$ cat src/cpbf_pkg.sv
// ----------------------------------------------------------------------------
// cpbf_pkg
// shared types and widths of the brute-force closest pair unit
// ----------------------------------------------------------------------------
`default_nettype none

package cpbf_pkg;

    localparam int COORD_W  = 15;
    localparam int SQ_W     = 30;   // one squared coordinate difference
    localparam int DIST_W   = 31;   // sum of two squares
    localparam int S_DATA_W = 32;   // x, y, padded to bytes
    localparam int M_DATA_W = 96;   // dist, two points, padded to bytes
    localparam int M_USED_W = DIST_W + 4 * COORD_W;

    typedef logic signed [COORD_W-1:0] t_coord;

    typedef struct packed {
        t_coord y;
        t_coord x;
    } t_point;

    typedef struct packed {
        t_point b;  // later point
        t_point a;  // earlier point
    } t_pair;

    typedef enum logic [4:0] {
        ST_LOAD  = 5'b00001,
        ST_ROW   = 5'b00010,
        ST_SCAN  = 5'b00100,
        ST_DRAIN = 5'b01000,
        ST_EMIT  = 5'b10000
    } t_state;

endpackage

`default_nettype wire

$ cat src/cpbf_dist_pipe.sv
// ----------------------------------------------------------------------------
// cpbf_dist_pipe
// squared euclidean distance of a point pair, squares registered
// ----------------------------------------------------------------------------
`default_nettype none

module cpbf_dist_pipe (
    input  wire                          i_clk,
    input  wire                          i_rst_n,
    input  wire                          i_valid,
    input  wire cpbf_pkg::t_pair         i_pair,
    output logic                         o_valid,
    output logic [cpbf_pkg::DIST_W-1:0]  o_dist,
    output cpbf_pkg::t_pair              o_pair
);

    logic signed [cpbf_pkg::COORD_W:0]     w_dx;
    logic signed [cpbf_pkg::COORD_W:0]     w_dy;
    logic signed [2*cpbf_pkg::COORD_W+1:0] w_px;
    logic signed [2*cpbf_pkg::COORD_W+1:0] w_py;

    logic                        r_valid;
    logic [cpbf_pkg::SQ_W-1:0]   r_sq_x;
    logic [cpbf_pkg::SQ_W-1:0]   r_sq_y;
    cpbf_pkg::t_pair             r_pair;

    assign w_dx = {i_pair.a.x[cpbf_pkg::COORD_W-1], i_pair.a.x}
                - {i_pair.b.x[cpbf_pkg::COORD_W-1], i_pair.b.x};
    assign w_dy = {i_pair.a.y[cpbf_pkg::COORD_W-1], i_pair.a.y}
                - {i_pair.b.y[cpbf_pkg::COORD_W-1], i_pair.b.y};
    assign w_px = w_dx * w_dx;
    assign w_py = w_dy * w_dy;

    always_ff @(posedge i_clk) begin
        if (!i_rst_n) begin
            r_valid <= 1'b0;
        end else begin
            r_valid <= i_valid;
        end
        // |dx| < 2^15, so the square fits 30 bits
        r_sq_x <= w_px[cpbf_pkg::SQ_W-1:0];
        r_sq_y <= w_py[cpbf_pkg::SQ_W-1:0];
        r_pair <= i_pair;
    end

    assign o_valid = r_valid;
    assign o_dist  = {1'b0, r_sq_x} + {1'b0, r_sq_y};
    assign o_pair  = r_pair;

endmodule

`default_nettype wire

$ cat config.mk
export PLATFORM = sky130hd
export DESIGN_NAME = cpbf_dist_pipe
export DESIGN_NICKNAME = d
export VERILOG_FILES = /design/src/cpbf_pkg.sv /design/src/cpbf_dist_pipe.sv
export SDC_FILE = /design/constraint.sdc
export NUM_CORES = 1
export LEC_CHECK = 0
export BUFFER_PORTS_ARGS = -buffer_cell sky130_fd_sc_hd__buf_2
export CAP_MARGIN = 20
export CORE_ASPECT_RATIO = 0.7
export CORE_MARGIN = 2
export CORE_UTILIZATION = 45
export DETAILED_ROUTE_END_ITERATION = 10
export HOLD_SLACK_MARGIN = 0.05
export SLEW_MARGIN = 20
export SYNTH_ARGS = -nofsm -noshare
export SYNTH_HDL_FRONTEND = slang
export SYNTH_SLANG_ARGS = --single-unit
$ cat constraint.sdc
create_clock -name i_clk -period 13.5 [get_ports i_clk]
set_input_delay 4.05 -clock i_clk [delete_from_list [all_inputs] [get_ports i_clk]]
set_output_delay 4.05 -clock i_clk [all_outputs]
set_load 0.03 [all_outputs]
Yosys cells after proc, flatten, opt, wreduce, memory -nomap -nowiden
Cells that the tools add are included.

Word-level logic and storage cells: 12. Input bits: 63. Bits in registers: 121.

Add/sub/neg operators: 3. Multiply operators: 2.

Operator list (count): 16-bit by 16-bit multiplier with 30-bit output (2); 15-bit by 15-bit subtractor with 16-bit output (2); 30-bit by 30-bit adder with 31-bit output (1).

Depth between registers and ports, before layout
Word-level depth: 2. Gate-level depth with buffers: 34.

Worst setup path before layout
OpenSTA, ideal clock, no wires.

Kind: input to register. Start point: in i_pair[31] in the netlist's numbering. End point: reg r_sq_x[28] in the netlist's numbering. Data required time: 13.428 ns. Stages: 31. Data arrival time: 11.106 ns. Slack: 2.322 ns. Buffers on the path: 1. Cells stage by stage: inv_1 ha_1 nor2b_1 o31a_1 or4_4 a221o_1 o22a_2 xnor2_4 inv_2 buf_6 nand2_1 fa_1 inv_1 fa_1 inv_1 fa_1 inv_1 fa_1 fa_1 inv_1 fa_1 inv_1 ha_1 a21oi_1 o21ai_0 nand2_1 o211ai_1 o41a_1 a41o_1 o41ai_2 xnor2_1.

Longest elaborated chain between the ends: 2.

Ends and longest elaborated chain: start: declaration (line cpbf_dist_pipe.sv:11) `input wire cpbf_pkg::t_pair i_pair,`; 15-bit by 15-bit subtractor with 16-bit output (line cpbf_dist_pipe.sv:28) `- {i_pair.b.x[cpbf_pkg::COORD_W-1], i_pair.b.x};`; 16-bit by 16-bit multiplier with 30-bit output (line cpbf_dist_pipe.sv:31) `assign w_px = w_dx * w_dx;`; net w_px (one bit) (line cpbf_dist_pipe.sv:19) `logic signed [2*cpbf_pkg::COORD_W+1:0] w_px;`; end signal: assignment (line cpbf_dist_pipe.sv:41) `r_sq_x <= w_px[cpbf_pkg::SQ_W-1:0];`; end: declaration (line cpbf_dist_pipe.sv:23) `logic [cpbf_pkg::SQ_W-1:0] r_sq_x;`.

The timed path passes the listed nets, and every way through them passes these cells. A chain may end at the register's enable or synchronous reset.

Final worst setup path
Start point: in i_pair[46] in the netlist's numbering. End point: reg r_sq_y[28] in the netlist's numbering.

Longest elaborated chain between the ends: 2.

Ends and longest elaborated chain: 15-bit by 15-bit subtractor with 16-bit output (line cpbf_dist_pipe.sv:30) `- {i_pair.b.y[cpbf_pkg::COORD_W-1], i_pair.b.y};`; 16-bit by 16-bit multiplier with 30-bit output (line cpbf_dist_pipe.sv:32) `assign w_py = w_dy * w_dy;`; net w_py (one bit) (line cpbf_dist_pipe.sv:20) `logic signed [2*cpbf_pkg::COORD_W+1:0] w_py;`; end signal: assignment (line cpbf_dist_pipe.sv:42) `r_sq_y <= w_py[cpbf_pkg::SQ_W-1:0];`; end: declaration (line cpbf_dist_pipe.sv:24) `logic [cpbf_pkg::SQ_W-1:0] r_sq_y;`.

The timed path passes the listed nets, and every way through them passes these cells.

==> Implementation_results.wiki <==
{| class="wikitable"
! Metric !! Value
|-
| Initial antenna violation count || 0
|-
| Synthesized area per cell || 9.28 um^2
|-
| Slowest cell on the critical path || sky130_fd_sc_hd__fa_1
|-
| Unique cell type count in the Yosys netlist || 70
|-
| Synth warn || 0
|-
| Die span in y || 187 um
|-
| Ys flop type || sky130_fd_sc_hd__dfxtp_1
|-
| Number of placed I/O pins || 155
|-
| Syn nets || 3054
|-
| Num CTS Buffers || 17
|-
| Number of iterations in the first detailed-routing pass || 5
|-
| Total wire length || 48600 um
|-
| Detail Placement HPWL || 42400 um
|-
| Most frequent cells after synthesis || 656 x sky130_fd_sc_hd__inv_1, 449 x sky130_fd_sc_hd__fa_1, 218 x sky130_fd_sc_hd__ha_1
|-
| Total inserted antenna cells || 0
|-
| Dominant cell by count in the synthesized netlist || sky130_fd_sc_hd__inv_1
|-
| Sequential area share after synthesis || 0.110
|-
| Hold Buf Count CTS || 0
|-
| Hold Vio Cnt, Final || 0
|-
| EDFF count, synth || 0
|-
| Residual DRC || 0
|-
| Capture point of the critical path || r_sq_y[28]
|-
| Worst Hold Class || in -> reg
|-
| Max-slew violation count || 0
|-
| Final antenna-violating net count || 0
|-
| Worst setup SP type || primary input
|-
| H-tree levels || 4
|-
| Fraction of layout instances using a drive strength above 1 || 0.102
|-
| Overall routing resource usage || 0.213
|-
| Post-synthesis cell area || 21600 um^2
|-
| Category of the critical setup timing path || in -> reg
|-
| Area inside the core boundary || 47600 um^2
|-
| Clock-pin slew of the registers on the worst-case setup and hold paths || 0.06 ns
|-
| Via count of the routed design || 15610
|-
| Worst-margin pin slew || 0.899 ns
|-
| CTS tree || built
|-
| Initial core utilization || 0.453
|-
| Clock Tree Buf Depth || 2
|-
| RSZ-0062 raised after global routing || no
|-
| Number of buffers inserted by post-CTS setup repair || 0
|-
| GPL Wtd Cong || 0.883
|-
| Maximum number of pins on one net before global-route repair || 22
|-
| Share of Yosys cell area claimed by the top area cell type || 0.417
|-
| Max capacitance violation total || 0
|-
| Headroom to the max-slew limit || 0.400
|-
| Site Rows || 67
|-
| TritonCTS Sinks || 119
|-
| Cell count after synthesis || 2324
|-
| Worst endpoint required time || 13.88 ns
|-
| Number of register bits inferred by synthesis || 119
|-
| Startpoint of the worst setup timing path || i_pair[46]
|-
| Run status || complete, no violations
|-
| Die ar. || 49700 um^2
|-
| Proportion of synthesized flip-flops having asynchronous set or reset || 0
|-
| Largest fanout of any net on the critical path || 16
|-
| Final layout net count || 3228
|-
| Number of filler instances in the final layout || 4507
|-
| Data arrival time at the worst-slack endpoint || 12.69 ns
|-
| Die X-Extent || 266 um
|-
| Final period demand of the worst path || 12.31 ns
|-
| Fmax || 81.3 MHz
|-
| Total of endpoints with negative setup slack in the final report || 0
|-
| Post-cts repair resize count || 0
|-
| Slowest cell delay on critical path || 0.85 ns
|-
| Top cells by area in the synthesized netlist || sky130_fd_sc_hd__fa_1 42%, sky130_fd_sc_hd__ha_1 13%, sky130_fd_sc_hd__inv_1 11%
|-
| Port Buf Inserts || 154
|-
| Global route overflow || 0
|-
| Setup tns final || 0 ns
|-
| Critical path endpoint category || flop
|-
| Most common cell type on the critical path || sky130_fd_sc_hd__fa_1
|-
| Via count of the first global-routing pass || 16764
|-
| Master cell of the clock root buffer || sky130_fd_sc_hd__clkbuf_16
|-
| Average detailed-routed wire length per instance || 15.5 um
|-
| Number of DRC markers in iteration 0 || 1005
|-
| Wire length of the first global-routing pass || 83500 um
|-
| Cell type with the highest aggregate area in the netlist || sky130_fd_sc_hd__fa_1
|-
| Routed via count divided by cell count || 4.98
|-
| Synth-to-Final Area Change || 10.6%
|-
| Final Cycle Share || 0.912
|}
-- per-layer routing --
layer,GRT usage,vias up,routed length (um)
met5,0,-,0
met4,0.0426,0,612
met3,0.0442,49,3790
met2,0.320,418,21100
met1,0.317,7855,23100
li1,-,7288,-
-- kinds of logic after synthesis --
group	Yosys count	synth area share
AND/OR/NAND/NOR	480	0.0972
adder cells (fa/ha/maj)	667	0.543
AO/OA/AOI/OAI	227	0.0717
XOR/XNOR	127	0.0538
multiplexers	3	0.00139
buffers and inverters	701	0.123
flip-flops	119	0.110
-- final cells by class --
type / count / area (um^2) / share of cell area
sequential: 119 / 2380 / 0.0999
clock inverter: 14 / 199 / 0.00834
clock buffer: 18 / 439 / 0.0184
inverter: 675 / 2530 / 0.106
tap: 621 / 777 / 0.0326
multi-input combinational: 1504 / 16600 / 0.694
timing repair buffer: 181 / 973 / 0.0408
-- stage by stage --
step	utilization	hold slack, ns	setup WS (ns)	instance area, um^2	cells
global placement	0.488	4.17	1.10	23200	3100
detailed placement	0.488	4.17	0.789	23200	3100
global route	0.501	3.69	0.464	23900	3132
floorplan	-	4.08	2.32	21600	2324
finish	0.501	3.71	1.19	23900	3132
CTS	0.501	3.69	1.24	23900	3132
-- registers in the layout, indices dropped and copies added, names as in the netlist --
name     cells
o_pair      60
r_sq_x      29
r_sq_y      29
o_valid      1
-- how the worst min path moves through the flow --
| stage | start | to | slack [ns] | cells past startpoint |
|---|---|---|---|---|
| after floorplan | i_pair[0] | o_pair[0] | 4.08 | 0 |
| after global placement | i_pair[40] | o_pair[40] | 4.17 | 1 |
| after detailed placement | i_pair[54] | o_pair[54] | 4.17 | 1 |
| after CTS | i_pair[59] | o_pair[59] | 3.69 | 1 |
| after global routing | i_pair[41] | o_pair[41] | 3.69 | 1 |
| final | i_pair[59] | o_pair[59] | 3.71 | 1 |
-- worst max-delay path, delay by kind of cell --
| kind | cells | cell delay [ns] |
|---|---|---|
| AOI/OAI and AO/OA | 11 | 2.66 |
| xor gates and xnor gates | 1 | 0.15 |
| adders and majority gates | 8 | 4.10 |
| buffers and inverters | 6 | 1.05 |
| and+or+nand+nor | 3 | 0.66 |
-- cell usage in the layout (no fill, tap or decap), types with 15 or more instances in the layout --
cell type,netlist,layout
sky130_fd_sc_hd__a21o_1,32,32
sky130_fd_sc_hd__a21oi_1,54,54
sky130_fd_sc_hd__buf_2,5,154
sky130_fd_sc_hd__buf_4,0,27
sky130_fd_sc_hd__clkbuf_16,0,17
sky130_fd_sc_hd__dfxtp_1,119,119
sky130_fd_sc_hd__fa_1,449,449
sky130_fd_sc_hd__ha_1,218,218
sky130_fd_sc_hd__inv_1,656,656
sky130_fd_sc_hd__nand2_1,156,156
sky130_fd_sc_hd__nor2_1,204,204
sky130_fd_sc_hd__nor3_1,25,25
sky130_fd_sc_hd__o21a_1,20,20
sky130_fd_sc_hd__o21ai_0,33,33
sky130_fd_sc_hd__o21bai_1,15,15
sky130_fd_sc_hd__xnor2_1,87,87
sky130_fd_sc_hd__xor2_1,35,35
Power is left out: the tool's default activity adds up to more than one toggle a clock period on the data nets, which glitch-free logic cannot reach.
